--- src/rtl/mmul_pkg.sv ---
// shared types and constants for the int8 matrix multiply block
// command and status structs between controller and datapath, item kinds,
// configuration register indexes; no dependencies
package mmul_pkg;

    // default and widest supported matrix dimension
    localparam int MAX_DIM_DEFAULT = 64;

    // fixed field widths
    localparam int KIND_W   = 2;
    localparam int INDEX_W  = 6;
    localparam int ELEM_W   = 8;
    localparam int PROD_W   = 16;
    localparam int ACC_W    = 32;
    localparam int CFG_W    = 7;
    localparam int CFG_IDX_W = 2;

    // stream payload widths (tdata padded to whole bytes)
    localparam int S_TDATA_W = 24;
    localparam int M_TDATA_W = 32;

    // configuration register reset value
    localparam logic [CFG_W-1:0] CFG_RESET = 7'd64;

    // item kinds carried on tuser
    typedef enum logic [KIND_W-1:0] {
        KIND_WRITE_A = 2'd0,
        KIND_WRITE_B = 2'd1,
        KIND_COMPUTE = 2'd2,
        KIND_READ_C  = 2'd3
    } t_kind;

    // configuration register indexes
    typedef enum logic [CFG_IDX_W-1:0] {
        CFG_ROW_COUNT   = 2'd0,
        CFG_COL_COUNT   = 2'd1,
        CFG_INNER_COUNT = 2'd2
    } t_cfg_index;

    // controller to datapath commands
    typedef struct packed {
        logic wr_a;       // write element into A at row/col select
        logic wr_b;       // write element into B at row/col select
        logic rd_c;       // read C at row/col select
        logic rd_zero;    // the read returns zero instead of the C entry
        logic mac_valid;  // issue one multiply-accumulate term
        logic mac_first;  // first term of a dot product
        logic mac_last;   // last term of a dot product, write C after it
    } t_dp_cmd;

    // datapath to controller status
    typedef struct packed {
        logic [1:0] q_cnt;    // results held in the output queue
        logic       rd_pend;  // C read data arrives this cycle
        logic       pop;      // output transaction completes this cycle
        logic       mac_busy; // multiply-accumulate pipeline holds terms
    } t_dp_status;

endpackage

--- src/rtl/mmul_ctrl.sv ---
// controller of the int8 matrix multiply block: configuration registers,
// input handshake, compute sequencer over row, column and inner indexes
// depends on mmul_pkg
module mmul_ctrl #(
    parameter int MAX_DIM = mmul_pkg::MAX_DIM_DEFAULT,
    parameter int IDX_W   = $clog2(MAX_DIM)
) (
    input  logic                          i_clk,
    input  logic                          i_rst_n,
    // configuration write port
    input  logic                          i_cfg_wr_en,
    input  logic [mmul_pkg::CFG_IDX_W-1:0] i_cfg_index,
    input  logic [mmul_pkg::CFG_W-1:0]    i_cfg_data,
    // input item handshake and addressing fields
    input  logic                          i_s_valid,
    output logic                          o_s_ready,
    input  logic [mmul_pkg::KIND_W-1:0]   i_kind,
    input  logic [mmul_pkg::INDEX_W-1:0]  i_row_index,
    input  logic [mmul_pkg::INDEX_W-1:0]  i_col_index,
    // datapath interface
    output mmul_pkg::t_dp_cmd             o_cmd,
    output logic [IDX_W-1:0]              o_row_sel,
    output logic [IDX_W-1:0]              o_col_sel,
    output logic [IDX_W-1:0]              o_mac_i,
    output logic [IDX_W-1:0]              o_mac_j,
    output logic [IDX_W-1:0]              o_mac_k,
    input  mmul_pkg::t_dp_status          i_status
);
    import mmul_pkg::*;

    localparam int CNT_W = $clog2(MAX_DIM + 1);

    typedef enum logic [2:0] {
        S_IDLE  = 3'b001,
        S_RUN   = 3'b010,
        S_DRAIN = 3'b100
    } t_state;

    t_state r_state, n_state;

    logic [CFG_W-1:0] r_cfg_rows, r_cfg_cols, r_cfg_inner;
    logic [CNT_W-1:0] r_rows, r_cols, r_inner, n_rows, n_cols, n_inner;
    logic [IDX_W-1:0] r_i, r_j, r_k, n_i, n_j, n_k;

    logic       accept;
    logic [2:0] occ;
    logic       room;
    logic       in_range;
    logic       i_last, j_last, k_last;

    // zero counts as one, values above the dimension count as the dimension
    function automatic logic [CNT_W-1:0] clamp_count(input logic [CFG_W-1:0] v);
        if (v == '0) begin
            return CNT_W'(1);
        end else if (int'(v) > MAX_DIM) begin
            return CNT_W'(MAX_DIM);
        end else begin
            return CNT_W'(v);
        end
    endfunction

    // configuration registers
    always_ff @(posedge i_clk) begin
        if (!i_rst_n) begin
            r_cfg_rows  <= CFG_RESET;
            r_cfg_cols  <= CFG_RESET;
            r_cfg_inner <= CFG_RESET;
        end else if (i_cfg_wr_en) begin
            case (t_cfg_index'(i_cfg_index))
                CFG_ROW_COUNT:   r_cfg_rows  <= i_cfg_data;
                CFG_COL_COUNT:   r_cfg_cols  <= i_cfg_data;
                CFG_INNER_COUNT: r_cfg_inner <= i_cfg_data;
                default: ;
            endcase
        end
    end

    // room in the output queue counting a read in flight and a pop now
    assign occ  = {1'b0, i_status.q_cnt} + {2'b00, i_status.rd_pend}
                - {2'b00, i_status.pop};
    assign room = (occ < 3'd2);

    assign o_s_ready = (r_state == S_IDLE) && room;
    assign accept    = i_s_valid && o_s_ready;

    assign in_range = (int'(i_row_index) < MAX_DIM) && (int'(i_col_index) < MAX_DIM);

    assign o_row_sel = IDX_W'(i_row_index);
    assign o_col_sel = IDX_W'(i_col_index);

    // loop end detection
    assign i_last = ((CNT_W'(r_i) + CNT_W'(1)) == r_rows);
    assign j_last = ((CNT_W'(r_j) + CNT_W'(1)) == r_cols);
    assign k_last = ((CNT_W'(r_k) + CNT_W'(1)) == r_inner);

    // command decode
    always_comb begin
        o_cmd = '0;
        if (accept) begin
            case (t_kind'(i_kind))
                KIND_WRITE_A: o_cmd.wr_a = in_range;
                KIND_WRITE_B: o_cmd.wr_b = in_range;
                KIND_READ_C: begin
                    o_cmd.rd_c    = 1'b1;
                    // outside the computed region the entry reads as zero
                    o_cmd.rd_zero = !in_range
                                 || (int'(i_row_index) >= int'(r_rows))
                                 || (int'(i_col_index) >= int'(r_cols));
                end
                default: ;
            endcase
        end
        if (r_state == S_RUN) begin
            o_cmd.mac_valid = 1'b1;
            o_cmd.mac_first = (r_k == '0);
            o_cmd.mac_last  = k_last;
        end
    end

    assign o_mac_i = r_i;
    assign o_mac_j = r_j;
    assign o_mac_k = r_k;

    // sequencer next state
    always_comb begin
        n_state = r_state;
        n_i     = r_i;
        n_j     = r_j;
        n_k     = r_k;
        n_rows  = r_rows;
        n_cols  = r_cols;
        n_inner = r_inner;
        case (r_state)
            S_IDLE: begin
                if (accept && (t_kind'(i_kind) == KIND_COMPUTE)) begin
                    n_state = S_RUN;
                    n_i     = '0;
                    n_j     = '0;
                    n_k     = '0;
                    n_rows  = clamp_count(r_cfg_rows);
                    n_cols  = clamp_count(r_cfg_cols);
                    n_inner = clamp_count(r_cfg_inner);
                end
            end
            S_RUN: begin
                if (k_last) begin
                    n_k = '0;
                    if (j_last) begin
                        n_j = '0;
                        if (i_last) begin
                            n_state = S_DRAIN;
                        end else begin
                            n_i = r_i + IDX_W'(1);
                        end
                    end else begin
                        n_j = r_j + IDX_W'(1);
                    end
                end else begin
                    n_k = r_k + IDX_W'(1);
                end
            end
            S_DRAIN: begin
                if (!i_status.mac_busy) begin
                    n_state = S_IDLE;
                end
            end
            default: n_state = S_IDLE;
        endcase
    end

    // sequencer registers
    always_ff @(posedge i_clk) begin
        if (!i_rst_n) begin
            r_state <= S_IDLE;
            r_i     <= '0;
            r_j     <= '0;
            r_k     <= '0;
            r_rows  <= CNT_W'(MAX_DIM);
            r_cols  <= CNT_W'(MAX_DIM);
            r_inner <= CNT_W'(MAX_DIM);
        end else begin
            r_state <= n_state;
            r_i     <= n_i;
            r_j     <= n_j;
            r_k     <= n_k;
            r_rows  <= n_rows;
            r_cols  <= n_cols;
            r_inner <= n_inner;
        end
    end

endmodule

--- config.mk ---
export PLATFORM = sky130hd
export DESIGN_NAME = mmul_ctrl
export DESIGN_NICKNAME = d
export VERILOG_FILES = /design/src/rtl/mmul_pkg.sv /design/src/rtl/mmul_ctrl.sv
export SDC_FILE = /design/constraint.sdc
export NUM_CORES = 1
export LEC_CHECK = 0
export ABC_AREA = 1
export BUFFER_PORTS_ARGS = -buffer_cell sky130_fd_sc_hd__buf_4
export CELL_PAD_IN_SITES_DETAIL_PLACEMENT = 1
export CELL_PAD_IN_SITES_GLOBAL_PLACEMENT = 2
export CORE_UTILIZATION = 28
export CTS_BUF_LIST = sky130_fd_sc_hd__clkbuf_8
export CTS_CLUSTER_SIZE = 12
export DETAILED_ROUTE_END_ITERATION = 6
export PLACE_DENSITY = 0.84
export SETUP_SLACK_MARGIN = 0.1
export SLEW_MARGIN = 20
export SYNTH_ARGS = -nofsm -noshare
export SYNTH_HDL_FRONTEND = slang
export SYNTH_SLANG_ARGS = --single-unit
--- constraint.sdc ---
create_clock -name i_clk -period 2.2 [get_ports i_clk]
set_input_delay 0.33 -clock i_clk [delete_from_list [all_inputs] [get_ports i_clk]]
set_output_delay 0.33 -clock i_clk [all_outputs]
set_load 0.005 [all_outputs]
==> qor.csv, run 1 <==
metric;value;unit
post-synthesis mux area share;0;%
Hold WS;225;ps
max-slew violation count;0;
drt via density;4.79;
sequential share of power;36.0;%
largest net degree at the start of global routing;38;
fillers;1682;
final instance area;5430;sq um
post-DP HPWL;9370;microns
# port buffers;69;
register area share after synthesis;33.0;%
Worst path max stage delay;490;ps
final setup fails;4;
Critical Path Slowest Stage Cell;fa_1;
Tot GR Track Use;18.1;%
Die Area;14100;sq um
clock root cell;clkbuf_8;
initial antenna violation count;0;
synth warn;0;
Worst Skew;7.92;ps
Crit Path Max Fanout;4;
CP bufs+invs;4;
CTS tree;yes;
main combinational cell family by area after synthesis;simple AND/OR/NAND/NOR gates;
hold path start;i_cfg_data[6];
Top delay family on crit path;adder cells;
worst hold path class;in2reg;
Final WS setup;-147;ps
share of layout cells above drive strength 1;35.8;%
number of remaining DRC errors;0;
placed inst area;4800;sq um
crit path from;i_status[3];
status;finished, violations left;
Top-Level Pins;70;
core area;13300;sq um
EDFF count, synth;0;
vias post-DR;4054;
htree depth;3;
Overflow after GRT;0;
top cells by area, synth;dfxtp_1 (33%), nand2_1 (11%), inv_1 (7.8%), nand3_1 (6.9%), nor2_1 (6.0%);
Area growth syn-to-layout;42.2;%
CTS Buf Count;9;
drt wl/cell;14.3;microns
XOR/XNOR Fraction of Synth Area;0;%
Synth Area in Adders;6.09;%
clock-pin transition on the worst setup and hold timing paths;80;ps
final wirelength;12100;microns
clock network fraction of total power;28.1;%
total power density per cell area;699;nW/um^2
slew margin rel.;71.0;%
CTS max path bufs;2;
initial core utilization;28.7;%
syn nets;614;
top cell type's share of synthesized area;33.0;%
R2R Path Start;o_mac_k[0]$_SDFFE_PN0P_;
slew at the pin closest to its max-slew limit;432;ps
RSZ-0062 raised after global routing;true;
Iter 0 DRT Violations;171;
fmax;426;MHz
total iterations of the first detailed-routing run;4;
antenna cells;0;
CTS Sinks;63;
Net Switching;0.00139;W
Tmin final;2350;ps
cell taking the most area after synthesis;dfxtp_1;
global-route wire length before repair;20200;microns
Max-Cap Viols;0;
period utilization;107;%
library cells used by synthesis;36;
top_reg_cell synth;dfxtp_1;
most instantiated cells after synthesis;nand2_1 (108), inv_1 (79), dfxtp_1 (63);
Crit path arrival time;2020;ps
Final ANT Viol Nets;0;
Synth Area in Simple Gates;31.8;%
num rows;42;
worst-path cell chain;buf_8 -> inv_12 -> ha_4 -> inv_2 -> nand2_2 -> fa_1 -> nand2_2 -> nor3_4 -> nand2_4 -> nor3_4 -> o21a_1 -> buf_4;
fin nets;716;
P_leak;2.34;nW
Chip Width;119;microns
top-count cell post-synth;nand2_1;
critical path capture point type;primary output;
Setup CP Type;in2out;
Worst Path Required;1870;ps
vias in the first global route;4204;
Synth Instances;564;
Logic pwr share;35.9;%
failing checks;negative setup slack;
Net Sw Frac;36.7;%
Setup crit start kind;input port;
Mapped Area;3820;sq um
P_int;0.00240;W
Hold Buf Count CTS;0;
worst skew pair latency;360;ps
Synth Area in Compound Gates;16.8;%
Post-synth ARST share;0;%
Mapped Avg Cell Area;6.77;sq um
Max VDD drop;277;uV
routability cong.;0.808;
die height;119;microns
Hold Vio Cnt, Final;0;
FF+latch count, synth;63;
final cells by class:
cell class                      count  area [sq um]  share of cell area, %
Sequential cell                    63          1280                   23.5
Clock buffer                       10           138                   2.54
Clock inverter                      6          70.1                   1.29
Multi-Input combinational cell    392          2450                   45.1
Timing Repair Buffer              115           925                   17.0
Tap cell                          176           220                   4.06
Inverter                           85           350                   6.45
repair_timing:
item,CTS,global route
hold endpoints to repair,0,0
setup buffers,6,2
resized for setup,41,69
setup endpoints to repair,35,40
cloned,0,1
pin swaps,17,22
layout by cell type (no fill, tap or decap), drive strengths merged, types with 4 or more instances in the layout:
cell and instances:
nand2 112, nor2 66, nor3 9, nor4 4, inv 81, o21ai 42
dfxtp 63, o21bai 4, ha 17, clkinvlp 4, a21oi 41, clkinv 5
a211oi 13, buf 115, clkbuf 10, nand3 58, nand4 11, o211ai 5
tightest hold or removal path, stage by stage:
cell and delay (ps):
buf_4 110, nand2_1 50, o211ai_1 60
layer usage:
layer	part of all wire [%]	track usage, %	up-vias
li1	-	-	2052
met1	45	22.5	1920
met2	50	31.2	67
met3	2.8	3.04	15
met4	1.6	6.41	0
met5	0	0	-
metrics by stage:
stage | utilization, % | setup slack (ps) | total power [W] | setup TNS (ps) | cells
3_3_place_gp | 36.1 | -382 | 0.00256 | -10890 | 823
4_1_cts | 39.1 | -236 | 0.00376 | -781 | 844
5_1_grt | 40.8 | -246 | 0.00406 | -1040 | 847
2_1_floorplan | - | -30.3 | 0.00214 | -325 | 564
6_report | 40.8 | -147 | 0.00379 | -431 | 847
3_5_place_dp | 36.1 | -426 | 0.00259 | -12670 | 823
state kept, by name, indices dropped and copies added (netlist names):
register / cells
o_mac_i: 6
r_rows: 7
r_inner: 7
r_cfg_inner: 7
o_mac_k: 6
r_cols: 7
o_mac_j: 6
r_cfg_cols: 7
r_cfg_rows: 7
r_state: 3
cell families after synthesis:
| family | count (synthesis) |
|---|---|
| buffers and inverters | 109 |
| flip-flops | 63 |
| adder cells (fa/ha/maj) | 18 |
| AND/OR/NAND/NOR | 263 |
| AO/OA/AOI/OAI | 111 |
final timing paths:
| check | slack [ps] | end | depth (start not counted) |
|---|---|---|---|
| setup / recovery | -150 | o_cmd[3] | 12 |
| hold / removal | 220 | r_cfg_cols[6]$_SDFFE_PN1P_ | 3 |
| hold reg to reg | 470 | r_cfg_inner[3]$_SDFFE_PN0P_ | 2 |
| setup reg to reg | 190 | o_mac_i[3]$_SDFFE_PN0P_ | 15 |
power groups by stage:
stage	logic [W]	registers (W)	clock network, W
after floorplan	0.000768	0.00137	0
after global placement	0.00118	0.00138	0
after detailed placement	0.00121	0.00138	0
after CTS	0.00130	0.00136	0.00110
after global routing	0.00152	0.00138	0.00115
final	0.00136	0.00136	0.00107
No activity file was read; power rests on OpenSTA's default activity.
==> inputs of run 2 (changes only) <==
CORE_UTILIZATION = 27   (was 28)
CTS_BUF_LIST = default   (was sky130_fd_sc_hd__clkbuf_8)
PLACE_DENSITY = 0.82   (was 0.84)
==> run 2 against run 1 <==
Against the previous run: the flow finishes with violations (design-rule violations, negative setup slack); hold slack gained 18 ps; sequential share of layout area shrank 0.098 points; total power grew 13%; clock skew shrank 2.7 ps; critical path type unchanged; critical endpoint is now o_cmd[5]; largest cell class unchanged.
==> qor.csv, run 2 (synthesis gave the netlist of run 1 again) <==
metric;value;unit
Critical Path Slowest Stage Cell;fa_1;
vias post-DR;4078;
Crit Path Max Fanout;2;
period utilization;109;%
global-route wire length before repair;20500;microns
WHS Endpoint;r_cfg_cols[6]$_SDFFE_PN1P_;
RSZ-0062 raised after global routing;true;
initial core utilization;27.6;%
worst r2r path cells;16;
Tmin final;2400;ps
Top-Level Pins;70;
num rows;43;
dpl ws;-418;ps
final instance area;5430;sq um
# port buffers;69;
vias in the first global route;4189;
hold path depth;3;
max-slew violation count;0;
CP bufs+invs;6;
initial antenna violation count;0;
final wirelength;12500;microns
drt via density;4.79;
Overflow after GRT;0;
R2R Path Start;o_mac_k[0]$_SDFFE_PN0P_;
die height;121;microns
CTS max path bufs;2;
Crit path arrival time;2070;ps
antenna cells;0;
Worst path max stage delay;500;ps
commonest non-fill, non-tap cells in the layout;buf_4 (99), nand2_1 (93), inv_1 (72), dfxtp_1 (58), nand3_1 (51);
status;finished, violations left;
worst hold path class;in2reg;
core area;13800;sq um
worst-path cell chain;buf_8 -> inv_12 -> ha_4 -> inv_2 -> nand2_2 -> fa_1 -> nand2_2 -> nor3_4 -> nand2_2 -> buf_4 -> buf_4 -> nor3_2 -> buf_4;
P_leak;2.38;nW
slew margin rel.;68.3;%
htree depth;3;
Die Area;14600;sq um
total iterations of the first detailed-routing run;6;
critical path capture point type;primary output;
CTS Sinks;63;
placed inst area;4790;sq um
commonest non-fill, non-tap cell in the layout;buf_4;
Max-Cap Viols;0;
Final WS setup;-202;ps
slew at the pin closest to its max-slew limit;475;ps
failing checks;design-rule violations, negative setup slack;
largest net degree at the start of global routing;46;
FF-to-FF End;r_state[1]$_SDFFE_PN0P_;
Setup CP Type;in2out;
share of layout cells above drive strength 1;32.9;%
post-DP HPWL;9660;microns
Hold Buf Count CTS;0;
routability cong.;0.823;
final setup fails;7;
Top delay family on crit path;adder cells;
Worst Skew;5.23;ps
hold path start;i_cfg_data[6];
total power;0.00428;W
Area growth syn-to-layout;42.2;%
CTS Buf Count;9;
total power density per cell area;788;nW/um^2
Hold Vio Cnt, Final;0;
Chip Width;121;microns
Hold WS;243;ps
Final ANT Viol Nets;0;
clock root cell;clkbuf_16;
Max VDD drop;343;uV
number of remaining DRC errors;2;
worst reg2reg setup slack;90;ps
drt wl/cell;14.7;microns
Worst Path Required;1870;ps
fmax;416;MHz
Iter 0 DRT Violations;131;
clock-pin transition on the worst setup and hold timing paths;50;ps
fin nets;716;
CTS tree;yes;
Setup crit start kind;input port;
worst skew pair latency;340;ps
Tot GR Track Use;18.0;%
[run 2: cell types whose count changed in the layout (fill, tap and decap cells not counted), moves of 3 or more]
cell	previous run	this run
clkbuf_16	0	9
inv_1	69	72
nand2_4	7	2
clkbuf_8	10	1
clkinv_2	0	3
nand3_1	48	51
nand2_2	19	16
nand2_1	86	93
[run 2: worst max-delay path by stage]
stage,slack [ps],endpoint,cells past startpoint,from
6_report,-200,o_cmd[5],13,i_status[3]
5_1_grt,-300,o_cmd[3],13,i_status[3]
4_1_cts,-300,o_cmd[3],13,i_status[3]
3_5_place_dp,-420,o_cmd[3],13,i_status[3]
3_3_place_gp,-380,o_cmd[3],13,i_status[3]
2_1_floorplan,-30,r_inner[2]$_SDFFE_PN0P_,14,i_status[3]
[run 2: area by class of cell]
class                      count  area [sq um]
tap                          180           225
multi-input combinational    392          2360
fill                        1718          8400
timing repair inverter         1          6.26
timing repair buffer         114           916
clock buffer                  10           239
sequential                    63          1270
inverter                      85           347
clock inverter                 6          60.1
[run 2: per-layer routing]
layer  wire length (microns)  share of wire, %  GRT usage, %  vias up
li1                        -                 -             -     2057
met1                    5820                47          23.0     1947
met2                    6080                49          29.8       60
met3                     321               2.6          2.44       14
met4                     272               2.2          8.49        0
met5                       0                 0             0        -
[run 2: stage by stage]
stage	std cells	util, %	TNS, ps
2_1_floorplan	564	-	-325
3_3_place_gp	825	34.6	-10250
3_5_place_dp	825	34.6	-13300
4_1_cts	849	38.3	-1280
5_1_grt	851	39.3	-4270
6_report	851	39.3	-755
[run 2: where the power goes]
part	total, W	leakage [nW]	internal, W	switching, W
logic	0.00147	1.72	0.000658	0.000812
registers	0.00136	0.516	0.00125	0.000110
clock network	0.00145	0.144	0.000901	0.000550
[run 2: repair_timing]
item	CTS	global route
pin swaps	12	21
endpoints found under the hold margin	0	0
buffers inserted	8	2
setup endpoints to repair	36	49
gates cloned	1	0
gates resized for setup	39	44
[run 2: worst min-delay path: cells and delay by family]
family                 cells  cell delay (ps)
buffers and inverters      1              100
and+or+nand+nor            1               50
AOI/OAI and AO/OA          1               60
